$ cat src/acm_pkg.sv
// acm_pkg: shared types and constants for the packed two-word move block.
// Holds the letter codes, move numbers, item and plan structs and the engine states.
// No dependencies.
`timescale 1ns / 1ps

package acm_pkg;

	// field widths fixed by the packed state layout
	localparam int NUM_LETTERS = 31;
	localparam int LETTERS_W   = 2 * NUM_LETTERS;
	localparam int LEN_W       = 5;
	localparam int OUT_LEN_W   = 6;
	localparam int CMD_W       = 4;
	localparam int CAP_W       = 5;
	localparam logic [CAP_W-1:0] CAP_RESET = 5'd29;
	localparam int QUEUE_DEPTH = 2;

	typedef logic [1:0] letter_t;

	localparam letter_t LETTER_X     = 2'd0;
	localparam letter_t LETTER_X_INV = 2'd1;
	localparam letter_t LETTER_Y     = 2'd2;
	localparam letter_t LETTER_Y_INV = 2'd3;
	localparam letter_t LETTER_FLIP  = 2'd1;

	// move numbers
	localparam logic [CMD_W-1:0] MOVE_INV_FIRST       = 4'd0;
	localparam logic [CMD_W-1:0] MOVE_INV_SECOND      = 4'd1;
	localparam logic [CMD_W-1:0] MOVE_FIRST_MUL       = 4'd2;
	localparam logic [CMD_W-1:0] MOVE_FIRST_MUL_INV   = 4'd3;
	localparam logic [CMD_W-1:0] MOVE_SECOND_MUL      = 4'd4;
	localparam logic [CMD_W-1:0] MOVE_SECOND_MUL_INV  = 4'd5;
	localparam logic [CMD_W-1:0] MOVE_CONJ_FIRST_X    = 4'd6;
	localparam logic [CMD_W-1:0] MOVE_CONJ_FIRST_XI   = 4'd7;
	localparam logic [CMD_W-1:0] MOVE_CONJ_FIRST_Y    = 4'd8;
	localparam logic [CMD_W-1:0] MOVE_CONJ_FIRST_YI   = 4'd9;
	localparam logic [CMD_W-1:0] MOVE_CONJ_SECOND_X   = 4'd10;
	localparam logic [CMD_W-1:0] MOVE_CONJ_SECOND_XI  = 4'd11;
	localparam logic [CMD_W-1:0] MOVE_CONJ_SECOND_Y   = 4'd12;
	localparam logic [CMD_W-1:0] MOVE_CONJ_SECOND_YI  = 4'd13;

	// how the engine builds the new target word
	typedef struct packed {
		logic    err;        // bad move or input too long
		logic    tgt_second; // the second word is rewritten
		logic    conj;       // wrap with gen and its inverse, cancelling
		letter_t gen;
		logic    inv_main;   // target word read reversed and inverted
		logic    tail_en;    // other word appended with cancellation
		logic    tail_inv;   // other word read reversed and inverted
	} plan_t;

	typedef struct packed {
		logic [LETTERS_W-1:0] letters;
		logic [LEN_W-1:0]     first_len;
		logic [LEN_W-1:0]     second_len;
		plan_t                plan;
	} item_t;

	typedef enum logic [3:0] {
		S_IDLE,
		S_GEN_PRE,
		S_MAIN,
		S_TAIL,
		S_GEN_POST,
		S_CHECK,
		S_PACK1,
		S_PACK2,
		S_DONE
	} acm_state_t;

endpackage

$ cat src/acm_front.sv
// acm_front: accepts input transfers, checks them and decodes the move into a plan.
// Depends on acm_pkg; feeds acm_queue.
`timescale 1ns / 1ps

module acm_front #(
	parameter int MAX_LETTERS = 31
) (
	input  logic                           clk,
	input  logic                           arst_n,
	input  logic                           in_valid,
	output logic                           in_ready,
	input  logic [acm_pkg::LETTERS_W-1:0]  packed_letters,
	input  logic [acm_pkg::LEN_W-1:0]      first_length,
	input  logic [acm_pkg::LEN_W-1:0]      second_length,
	input  logic [acm_pkg::CMD_W-1:0]      command,
	output logic                           push_valid,
	input  logic                           push_ready,
	output acm_pkg::item_t                 push_item
);
	import acm_pkg::*;

	logic                 valid_s1;
	item_t                item_s1;
	plan_t                plan;
	logic [LEN_W:0]       in_total;

	// decode the move
	always_comb begin
		plan = '0;
		unique case (command)
			MOVE_INV_FIRST: begin
				plan.inv_main = 1'b1;
			end
			MOVE_INV_SECOND: begin
				plan.tgt_second = 1'b1;
				plan.inv_main   = 1'b1;
			end
			MOVE_FIRST_MUL: begin
				plan.tail_en = 1'b1;
			end
			MOVE_FIRST_MUL_INV: begin
				plan.tail_en  = 1'b1;
				plan.tail_inv = 1'b1;
			end
			MOVE_SECOND_MUL: begin
				plan.tgt_second = 1'b1;
				plan.tail_en    = 1'b1;
			end
			MOVE_SECOND_MUL_INV: begin
				plan.tgt_second = 1'b1;
				plan.tail_en    = 1'b1;
				plan.tail_inv   = 1'b1;
			end
			MOVE_CONJ_FIRST_X: begin
				plan.conj = 1'b1;
				plan.gen  = LETTER_X;
			end
			MOVE_CONJ_FIRST_XI: begin
				plan.conj = 1'b1;
				plan.gen  = LETTER_X_INV;
			end
			MOVE_CONJ_FIRST_Y: begin
				plan.conj = 1'b1;
				plan.gen  = LETTER_Y;
			end
			MOVE_CONJ_FIRST_YI: begin
				plan.conj = 1'b1;
				plan.gen  = LETTER_Y_INV;
			end
			MOVE_CONJ_SECOND_X: begin
				plan.tgt_second = 1'b1;
				plan.conj       = 1'b1;
				plan.gen        = LETTER_X;
			end
			MOVE_CONJ_SECOND_XI: begin
				plan.tgt_second = 1'b1;
				plan.conj       = 1'b1;
				plan.gen        = LETTER_X_INV;
			end
			MOVE_CONJ_SECOND_Y: begin
				plan.tgt_second = 1'b1;
				plan.conj       = 1'b1;
				plan.gen        = LETTER_Y;
			end
			MOVE_CONJ_SECOND_YI: begin
				plan.tgt_second = 1'b1;
				plan.conj       = 1'b1;
				plan.gen        = LETTER_Y_INV;
			end
			default: begin
				plan.err = 1'b1;
			end
		endcase
		// flag an input state that is too long
		in_total = {1'b0, first_length} + {1'b0, second_length};
		if (in_total > (LEN_W+1)'(MAX_LETTERS)) begin
			plan.err = 1'b1;
		end
	end

	assign in_ready = !valid_s1 || push_ready;

	// hold the classified item until the queue takes it
	always_ff @(posedge clk or negedge arst_n) begin
		if (!arst_n) begin
			valid_s1 <= 1'b0;
		end else if (in_valid && in_ready) begin
			valid_s1 <= 1'b1;
		end else if (push_ready) begin
			valid_s1 <= 1'b0;
		end
	end

	always_ff @(posedge clk) begin
		if (in_valid && in_ready) begin
			item_s1.letters    <= packed_letters;
			item_s1.first_len  <= first_length;
			item_s1.second_len <= second_length;
			item_s1.plan       <= plan;
		end
	end

	assign push_valid = valid_s1;
	assign push_item  = item_s1;

endmodule

$ cat src/acm_queue.sv
// acm_queue: two-entry queue of classified items between front and engine.
// Depends on acm_pkg.
`timescale 1ns / 1ps

module acm_queue (
	input  logic            clk,
	input  logic            arst_n,
	input  logic            push_valid,
	output logic            push_ready,
	input  acm_pkg::item_t  push_item,
	output logic            pop_valid,
	input  logic            pop_ready,
	output acm_pkg::item_t  pop_item
);
	import acm_pkg::*;

	localparam int PTR_W = $clog2(QUEUE_DEPTH);
	localparam int CNT_W = $clog2(QUEUE_DEPTH + 1);

	item_t              entry_q [QUEUE_DEPTH];
	logic [PTR_W-1:0]   wr_ptr_q;
	logic [PTR_W-1:0]   rd_ptr_q;
	logic [CNT_W-1:0]   count_q;
	logic               do_push;
	logic               do_pop;

	assign push_ready = (count_q != CNT_W'(QUEUE_DEPTH));
	assign pop_valid  = (count_q != '0);
	assign do_push    = push_valid && push_ready;
	assign do_pop     = pop_valid && pop_ready;
	assign pop_item   = entry_q[rd_ptr_q];

	// advance pointers and occupancy
	always_ff @(posedge clk or negedge arst_n) begin
		if (!arst_n) begin
			wr_ptr_q <= '0;
			rd_ptr_q <= '0;
			count_q  <= '0;
		end else begin
			if (do_push) begin
				wr_ptr_q <= (wr_ptr_q == PTR_W'(QUEUE_DEPTH - 1)) ? '0 : wr_ptr_q + PTR_W'(1);
			end
			if (do_pop) begin
				rd_ptr_q <= (rd_ptr_q == PTR_W'(QUEUE_DEPTH - 1)) ? '0 : rd_ptr_q + PTR_W'(1);
			end
			if (do_push && !do_pop) begin
				count_q <= count_q + CNT_W'(1);
			end else if (do_pop && !do_push) begin
				count_q <= count_q - CNT_W'(1);
			end
		end
	end

	// store the pushed item
	always_ff @(posedge clk) begin
		if (do_push) begin
			entry_q[wr_ptr_q] <= push_item;
		end
	end

endmodule

$ cat src/acm_back.sv
// acm_back: letter-serial engine that rebuilds the target word on a cancelling stack,
// checks the length cap and repacks the state. Holds the length_cap register.
// Depends on acm_pkg; fed by acm_queue.
`timescale 1ns / 1ps

module acm_back #(
	parameter int MAX_LETTERS = 31
) (
	input  logic                            clk,
	input  logic                            arst_n,
	input  logic                            cfg_write_enable,
	input  logic [acm_pkg::CAP_W-1:0]       cfg_write_data,
	input  logic                            pop_valid,
	output logic                            pop_ready,
	input  acm_pkg::item_t                  pop_item,
	output logic                            out_valid,
	input  logic                            out_ready,
	output logic [acm_pkg::LETTERS_W-1:0]   result_letters,
	output logic [acm_pkg::OUT_LEN_W-1:0]   result_first_length,
	output logic [acm_pkg::OUT_LEN_W-1:0]   result_second_length,
	output logic [acm_pkg::OUT_LEN_W-1:0]   result_total,
	output logic                            over_cap,
	output logic                            request_error
);
	import acm_pkg::*;

	// a conjugated word may grow by two letters
	localparam int DEPTH = MAX_LETTERS + 2;
	localparam int CNT_W = $clog2(DEPTH + 1);

	acm_state_t              state_q, state_d;
	item_t                   item_q;
	logic [CAP_W-1:0]        length_cap_q;
	logic [LEN_W-1:0]        k_q;
	logic [CNT_W-1:0]        cnt_q;
	logic [2*DEPTH-1:0]      stack_q;
	logic [LETTERS_W-1:0]    res_letters_q;
	logic [OUT_LEN_W-1:0]    res_first_q;
	logic [OUT_LEN_W-1:0]    res_second_q;
	logic [OUT_LEN_W-1:0]    res_total_q;
	logic                    over_q;
	logic                    err_q;

	letter_t                 letter_arr [NUM_LETTERS];
	logic [LEN_W-1:0]        tgt_len;
	logic [LEN_W-1:0]        oth_len;
	logic                    f_second;
	logic [LEN_W-1:0]        f_len;
	logic                    f_rev;
	logic                    f_inv;
	logic [LEN_W-1:0]        f_idx;
	logic [LEN_W-1:0]        f_pos;
	letter_t                 f_letter;
	logic                    seg_done;
	letter_t                 cur_letter;
	logic                    cancel_en;
	logic                    do_pop;
	logic                    emit_stack;
	logic                    pack_done;
	logic [OUT_LEN_W-1:0]    new_total;
	logic [OUT_LEN_W-1:0]    cap_eff;
	logic                    over_d;

	// view the packed letters as an array
	always_comb begin
		for (int i = 0; i < NUM_LETTERS; i++) begin
			letter_arr[i] = item_q.letters[2*i +: 2];
		end
	end

	assign tgt_len = item_q.plan.tgt_second ? item_q.second_len : item_q.first_len;
	assign oth_len = item_q.plan.tgt_second ? item_q.first_len : item_q.second_len;

	// pick the word and direction read in this state
	always_comb begin
		f_second = 1'b0;
		f_len    = '0;
		f_rev    = 1'b0;
		f_inv    = 1'b0;
		unique case (state_q)
			S_MAIN: begin
				f_second = item_q.plan.tgt_second;
				f_len    = tgt_len;
				f_rev    = item_q.plan.inv_main;
				f_inv    = item_q.plan.inv_main;
			end
			S_TAIL: begin
				f_second = !item_q.plan.tgt_second;
				f_len    = oth_len;
				f_rev    = item_q.plan.tail_inv;
				f_inv    = item_q.plan.tail_inv;
			end
			S_PACK1, S_PACK2: begin
				f_second = !item_q.plan.tgt_second;
				f_len    = oth_len;
				f_rev    = 1'b1;
			end
			default: begin
			end
		endcase
	end

	// fetch one letter of the chosen word
	assign f_idx    = f_rev ? (f_len - LEN_W'(1) - k_q) : k_q;
	assign f_pos    = (f_second ? item_q.first_len : '0) + f_idx;
	assign f_letter = letter_arr[f_pos] ^ (f_inv ? LETTER_FLIP : '0);
	assign seg_done = (k_q == f_len);

	// letter fed to the stack and whether it may cancel
	always_comb begin
		cur_letter = f_letter;
		cancel_en  = 1'b1;
		unique case (state_q)
			S_GEN_PRE:  cur_letter = item_q.plan.gen;
			S_GEN_POST: cur_letter = item_q.plan.gen ^ LETTER_FLIP;
			S_MAIN:     cancel_en  = item_q.plan.conj;
			default: begin
			end
		endcase
	end

	assign do_pop = cancel_en && (cnt_q != '0) && (stack_q[1:0] == (cur_letter ^ LETTER_FLIP));

	// length check against the clamped cap
	assign new_total = OUT_LEN_W'(cnt_q) + OUT_LEN_W'(oth_len);
	assign cap_eff   = ({1'b0, length_cap_q} > OUT_LEN_W'(MAX_LETTERS)) ?
		OUT_LEN_W'(MAX_LETTERS) : {1'b0, length_cap_q};
	assign over_d    = (new_total > cap_eff);

	// packing runs last letter first: second word reversed, then first word reversed
	assign emit_stack = (state_q == S_PACK1) ? item_q.plan.tgt_second : !item_q.plan.tgt_second;
	assign pack_done  = emit_stack ? (cnt_q == '0) : seg_done;

	// next state
	always_comb begin
		state_d = state_q;
		unique case (state_q)
			S_IDLE: begin
				if (pop_valid) begin
					if (pop_item.plan.err) begin
						state_d = S_DONE;
					end else if (pop_item.plan.conj) begin
						state_d = S_GEN_PRE;
					end else begin
						state_d = S_MAIN;
					end
				end
			end
			S_GEN_PRE:  state_d = S_MAIN;
			S_MAIN: begin
				if (seg_done) begin
					if (item_q.plan.tail_en) begin
						state_d = S_TAIL;
					end else if (item_q.plan.conj) begin
						state_d = S_GEN_POST;
					end else begin
						state_d = S_CHECK;
					end
				end
			end
			S_TAIL: begin
				if (seg_done) begin
					state_d = S_CHECK;
				end
			end
			S_GEN_POST: state_d = S_CHECK;
			S_CHECK:    state_d = over_d ? S_DONE : S_PACK1;
			S_PACK1: begin
				if (pack_done) begin
					state_d = S_PACK2;
				end
			end
			S_PACK2: begin
				if (pack_done) begin
					state_d = S_DONE;
				end
			end
			S_DONE: begin
				if (out_ready) begin
					state_d = S_IDLE;
				end
			end
			default: state_d = S_IDLE;
		endcase
	end

	assign pop_ready = (state_q == S_IDLE);
	assign out_valid = (state_q == S_DONE);

	always_ff @(posedge clk or negedge arst_n) begin
		if (!arst_n) begin
			state_q <= S_IDLE;
		end else begin
			state_q <= state_d;
		end
	end

	// length cap register
	always_ff @(posedge clk or negedge arst_n) begin
		if (!arst_n) begin
			length_cap_q <= CAP_RESET;
		end else if (cfg_write_enable) begin
			length_cap_q <= cfg_write_data;
		end
	end

	// datapath: load, stack steps, check and repack
	always_ff @(posedge clk) begin
		unique case (state_q)
			S_IDLE: begin
				if (pop_valid) begin
					item_q        <= pop_item;
					k_q           <= '0;
					cnt_q         <= '0;
					res_letters_q <= '0;
					res_first_q   <= '0;
					res_second_q  <= '0;
					res_total_q   <= '0;
					over_q        <= 1'b0;
					err_q         <= pop_item.plan.err;
				end
			end
			S_GEN_PRE, S_GEN_POST, S_MAIN, S_TAIL: begin
				if ((state_q == S_MAIN || state_q == S_TAIL) && seg_done) begin
					k_q <= '0;
				end else begin
					if (state_q == S_MAIN || state_q == S_TAIL) begin
						k_q <= k_q + LEN_W'(1);
					end
					if (do_pop) begin
						stack_q <= stack_q >> 2;
						cnt_q   <= cnt_q - CNT_W'(1);
					end else begin
						stack_q <= {stack_q[2*DEPTH-3:0], cur_letter};
						cnt_q   <= cnt_q + CNT_W'(1);
					end
				end
			end
			S_CHECK: begin
				res_total_q  <= new_total;
				over_q       <= over_d;
				res_first_q  <= item_q.plan.tgt_second ?
					OUT_LEN_W'(item_q.first_len) : OUT_LEN_W'(cnt_q);
				res_second_q <= item_q.plan.tgt_second ?
					OUT_LEN_W'(cnt_q) : OUT_LEN_W'(item_q.second_len);
			end
			S_PACK1, S_PACK2: begin
				if (pack_done) begin
					k_q <= '0;
				end else if (emit_stack) begin
					res_letters_q <= {res_letters_q[LETTERS_W-3:0], stack_q[1:0]};
					stack_q       <= stack_q >> 2;
					cnt_q         <= cnt_q - CNT_W'(1);
				end else begin
					res_letters_q <= {res_letters_q[LETTERS_W-3:0], f_letter};
					k_q           <= k_q + LEN_W'(1);
				end
			end
			S_DONE: begin
			end
			default: begin
			end
		endcase
	end

	assign result_letters       = res_letters_q;
	assign result_first_length  = res_first_q;
	assign result_second_length = res_second_q;
	assign result_total         = res_total_q;
	assign over_cap             = over_q;
	assign request_error        = err_q;

	// result consistency
	a_over_zero: assert property (@(posedge clk) disable iff (!arst_n)
		out_valid && over_cap |-> result_letters == '0)
		else $error("over-cap result carries letters");

	a_err_clean: assert property (@(posedge clk) disable iff (!arst_n)
		out_valid && request_error |-> !over_cap && result_total == '0 && result_letters == '0)
		else $error("error result not cleared");

	a_total_sum: assert property (@(posedge clk) disable iff (!arst_n)
		out_valid |-> result_total == result_first_length + result_second_length)
		else $error("total does not match word lengths");

	a_stack_bound: assert property (@(posedge clk) disable iff (!arst_n)
		state_q != S_IDLE |-> cnt_q <= CNT_W'(DEPTH))
		else $error("stack count beyond depth");

endmodule

$ cat src/ac_move_packed_state_top.sv
// ac_move_packed_state_top: one move on a rank-two presentation held as packed words.
// Depends on acm_pkg, acm_front, acm_queue and acm_back.
//
// Usage:
//   Input channel (in_valid/in_ready) carries packed_letters, first_length,
//   second_length and command; output channel (out_valid/out_ready) carries
//   the repacked state, the new lengths and total, over_cap and request_error.
//   cfg_write_enable/cfg_write_data write length_cap (reset 29).
//   The front registers and classifies each transfer and hands it to a
//   two-entry queue, so up to three items wait while the engine works.
//   The engine handles one item at a time, one letter per cycle on its
//   cancelling stack; a flagged request skips the letter loop and goes
//   straight to the result.
//   Sustained rate is set by the engine's letter loop, one item per
//   engine pass plus the output transfer.
//   Reset empties front, queue and engine and restores length_cap.
//   When the receiver stalls the result holds and the engine waits; the
//   front keeps taking transfers until the queue and its own register fill.
`timescale 1ns / 1ps

module ac_move_packed_state_top #(
	parameter int MAX_LETTERS = 31
) (
	input  logic                            clk,
	input  logic                            arst_n,
	input  logic                            cfg_write_enable,
	input  logic [acm_pkg::CAP_W-1:0]       cfg_write_data,
	input  logic                            in_valid,
	output logic                            in_ready,
	input  logic [acm_pkg::LETTERS_W-1:0]   packed_letters,
	input  logic [acm_pkg::LEN_W-1:0]       first_length,
	input  logic [acm_pkg::LEN_W-1:0]       second_length,
	input  logic [acm_pkg::CMD_W-1:0]       command,
	output logic                            out_valid,
	input  logic                            out_ready,
	output logic [acm_pkg::LETTERS_W-1:0]   result_letters,
	output logic [acm_pkg::OUT_LEN_W-1:0]   result_first_length,
	output logic [acm_pkg::OUT_LEN_W-1:0]   result_second_length,
	output logic [acm_pkg::OUT_LEN_W-1:0]   result_total,
	output logic                            over_cap,
	output logic                            request_error
);
	import acm_pkg::*;

	logic   push_valid;
	logic   push_ready;
	item_t  push_item;
	logic   pop_valid;
	logic   pop_ready;
	item_t  pop_item;

	// accept and classify
	acm_front #(
		.MAX_LETTERS (MAX_LETTERS)
	) u_front (
		.clk            (clk),
		.arst_n         (arst_n),
		.in_valid       (in_valid),
		.in_ready       (in_ready),
		.packed_letters (packed_letters),
		.first_length   (first_length),
		.second_length  (second_length),
		.command        (command),
		.push_valid     (push_valid),
		.push_ready     (push_ready),
		.push_item      (push_item)
	);

	// decouple front and engine
	acm_queue u_queue (
		.clk        (clk),
		.arst_n     (arst_n),
		.push_valid (push_valid),
		.push_ready (push_ready),
		.push_item  (push_item),
		.pop_valid  (pop_valid),
		.pop_ready  (pop_ready),
		.pop_item   (pop_item)
	);

	// carry out the move
	acm_back #(
		.MAX_LETTERS (MAX_LETTERS)
	) u_back (
		.clk                  (clk),
		.arst_n               (arst_n),
		.cfg_write_enable     (cfg_write_enable),
		.cfg_write_data       (cfg_write_data),
		.pop_valid            (pop_valid),
		.pop_ready            (pop_ready),
		.pop_item             (pop_item),
		.out_valid            (out_valid),
		.out_ready            (out_ready),
		.result_letters       (result_letters),
		.result_first_length  (result_first_length),
		.result_second_length (result_second_length),
		.result_total         (result_total),
		.over_cap             (over_cap),
		.request_error        (request_error)
	);

endmodule
$ cat config.mk
export PLATFORM = sky130hd
export DESIGN_NAME = ac_move_packed_state_top
export DESIGN_NICKNAME = d
export VERILOG_FILES = /design/src/acm_pkg.sv /design/src/acm_front.sv /design/src/acm_queue.sv /design/src/acm_back.sv /design/src/ac_move_packed_state_top.sv
export SDC_FILE = /design/constraint.sdc
export NUM_CORES = 1
export LEC_CHECK = 0
export BUFFER_PORTS_ARGS = -buffer_cell sky130_fd_sc_hd__buf_4
export CORE_MARGIN = 2
export CORE_UTILIZATION = 40
export CTS_BUF_LIST = sky130_fd_sc_hd__clkbuf_8
export DETAILED_ROUTE_END_ITERATION = 7
export SETUP_SLACK_MARGIN = 0.4
export SLEW_MARGIN = 25
export SYNTH_ARGS = -nofsm -noshare
export SYNTH_HDL_FRONTEND = slang
export SYNTH_HIERARCHICAL = 1
export SYNTH_SLANG_ARGS = --single-unit
$ cat constraint.sdc
create_clock -name clk -period 5.6 [get_ports clk]
set_clock_uncertainty 0.1 [all_clocks]
set_input_delay 1.12 -clock clk [delete_from_list [all_inputs] [get_ports clk]]
set_output_delay 1.12 -clock clk [all_outputs]
set_load 0.01 [all_outputs]
==> impl_metrics.yaml <==
global_route:
  antenna_found_initial: 0
  grt_pass1_vias: 10586
  grt_max_degree: 81
  grt_overflow: 0
  grt_pass1_wl_um: 58370
  grtUsageTotal: 0.1428
routing:
  ant_nets: 0
  via_per_inst: 4.908
  drc_errors: 0
  drtIter0Drc: 602
  vias: 10484
  routed_wl_um: 38370
  drt_pass1_iterations: 5
  wire_per_inst_um: 17.96
die:
  core_area_sq_um: 50070
  start_util: 0.4045
  dieWidth_um: 229.0
  rows: 82
  die_area_sq_um: 52440
  io_pins: 170
  die_h_um: 229.0
sta:
  setup_viol: 0
  tightest_slew_ns: 0.9639
  slew_viol_final: 0
  rsz0062_at_grt: "true"
  timing_hold_violations_final: 0
  max_clock_freq_ghz: 0.1902
  post-route-min-period_ns: 5.258
  fin_tns_setup_ns: 0
  maxSlewHeadroom: 0.3525
  timing.final.crit_share: 0.9389
critical_path:
  worst-endpoint-arrival_ns: 5.57
  cp-end-kind: "flop"
  rr_startpoint: "u_back/state_q[0]$_DFFE_PN0P_"
  worst_r2r_path_depth: 20
  required_ns: 5.91
  reg2reg_slack_ns: 0.34
  crit_fanout: 6
  critPathKind: "reg -> reg"
  startpoint: "u_back/state_q[0]$_DFFE_PN0P_"
  critPathLaunchType: "flop"
  regToRegEndpoint: "u_back/cnt_q[5]$_DFFE_PP_"
clock_tree:
  clk_latency_ns: 0.69
  cts-root-buf: "clkbuf_8"
  h-tree-depth: 3
  cts.sinks: 492
  clk_pin_slew_ns: 0.06
  cts_tree: "built"
  cts_made_buffers: 82
  cts_buffer_depth: 3
synth:
  syn-num-nets: 1264
  synthCells: 1148
  synthArstFlopShare: 0.02846
  ys_types: 63
  yosys_warnings: 6
  syn_area_per_cell_sq_um: 17.64
  synth_top_area_frac: 0.7088
  synth-main-ff-cell: "edfxtp_1"
  seq_area_frac_synth: 0.7264
  yosys.area.top_type: "edfxtp_1"
  postSynthRegisterBits: 492
  synth.area.top_cells: "edfxtp_1 (71%), mux2_4 (5.9%), mux2_1 (3.4%)"
  syn-cell-area_sq_um: 20250
  synth-edff-count: 478
final_layout:
  fin_util: 0.4890
  synthToLayoutAreaGrowth_pct: 20.91
  layout_commonest_cell: "edfxtp_1"
  diodes: 0
  drive_gt1_frac: 0.3613
  nets: 1511
  final_cell_mix: "edfxtp_1 (478), buf_4 (200), mux2_4 (141)"
placed_design:
  place.gp.congestion: 0.8243
  port_buffers: 169
  hpwlAfterDp_um: 24360
flow_run:
  max-cap-violations: 0
outcome:
  outcome: "completed"
worst_hold_path:
  hold_class: "in -> async"
-- flip-flops by register name, summed over array words and instances (netlist names) --
| register | flops |
|---|---|
| u_queue/wr_ptr_q | 1 |
| u_back/stack_q | 66 |
| u_front/push_item | 80 |
| u_queue/rd_ptr_q | 1 |
| u_back/length_cap_q | 5 |
| u_back/request_error | 1 |
| u_queue/count_q | 2 |
| u_back/over_cap | 1 |
| u_back/cnt_q | 6 |
| u_back/result_first_length | 6 |
| u_back/result_total | 6 |
| u_back/item_q | 79 |
| u_back/result_letters | 62 |
| u_back/k_q | 5 |
| u_front/push_valid | 1 |
| u_back/state_q | 4 |
| u_queue/entry_q | 160 |
| u_back/result_second_length | 6 |
-- logic make-up (layout without fill, tap and decap cells) --
group / count (synthesis) / count (layout) / synth area share
compound gates: 106 / 106 / 0.03454
xor+xnor: 27 / 27 / 0.01168
fa+ha+maj: 30 / 30 / 0.01965
simple gates: 236 / 236 / 0.06061
buf+inv: 81 / 397 / 0.02496
flops: 492 / 492 / 0.7264
mux: 176 / 176 / 0.1222
-- critical path, cell delays in order (launching register included) --
cell and delay, ns:
dfrtp_1 0.40, nor2_4 0.14, xnor2_2 0.13, mux2i_1 0.10, nor2_1 0.13, ha_2 0.20, inv_2 0.04, fa_1 0.51
o21ai_2 0.07, fa_2 0.62, buf_12 0.14, mux4_2 0.29, mux4_2 0.51, and3_4 0.17, o21ai_2 0.11, nand4_1 0.20
xnor2_2 0.22, buf_6 0.14, or2_4 0.27, a311o_1 0.27, a32o_1 0.25
-- through the flow --
step	cell area (sq um)	std cells	setup WS [ns]	hold slack (ns)
3_3_place_gp	22320	1958	0.1852	0.3238
4_1_cts	24080	2125	0.3113	0.1616
5_1_grt	24480	2136	0.1078	0.1923
6_report	24480	2136	0.3424	0.2193
3_5_place_dp	22320	1958	0.09676	0.3290
2_1_floorplan	20440	1148	0.3325	0.3215
-- metal layers --
layer	global-route usage	vias to the layer above	wire length, um
li1	-	4933	-
met1	0.1840	5206	16770
met2	0.2333	277	18890
met3	0.03374	68	1852
met4	0.05804	0	861
met5	0	-	0
-- synthesized netlist by cell type (4+ instances only) --
library cell / instances
a211o_1: 4
a211oi_1: 4
a21o_1: 6
a21oi_1: 27
and2_1: 12
and3_1: 74
buf_12: 8
buf_2: 6
buf_6: 7
clkbuf_1: 33
dfrtp_1: 10
dfstp_2: 4
edfxtp_1: 478
ha_1: 27
inv_1: 24
mux2_1: 62
mux2_2: 5
mux2_4: 80
mux2i_1: 10
mux4_2: 18
nand2_1: 52
nand2b_1: 20
nand3_1: 6
nor2_1: 41
nor3_1: 12
o211ai_1: 7
o21ai_0: 22
o21ai_1: 5
or3_1: 4
xnor2_1: 17
xor2_1: 10
-- how the worst max path moves through the flow --
stage | cells after the start | end
finish | 20 | u_back/cnt_q[5]$_DFFE_PP_
global route | 21 | u_back/cnt_q[4]$_DFFE_PP_
CTS | 20 | u_back/cnt_q[5]$_DFFE_PP_
detailed placement | 22 | u_back/stack_q[55]$_DFFE_PP_
global placement | 21 | u_back/stack_q[45]$_DFFE_PP_
floorplan | 23 | u_back/stack_q[28]$_DFFE_PP_
-- area by class of cell --
type	instances	area, sq um
Sequential cell	492	14710
Fill cell	4250	25580
Tap cell	672	840.8
Inverter	24	90.09
Clock buffer	83	1142
Multi-Input combinational cell	575	5405
Clock inverter	70	404.1
Timing Repair Buffer	220	1888
-- timing repair --
item                                    in CTS  in global routing
gates resized for setup                     18                 52
pin swaps                                   11                  7
endpoints found under the setup margin      40                 69
cloned                                       2                  9
buffers inserted                            12                  2
hold buffers                                 0                  0
Power is left out: the tool's default activity adds up to more than one toggle a clock period on the data nets, which glitch-free logic cannot reach.
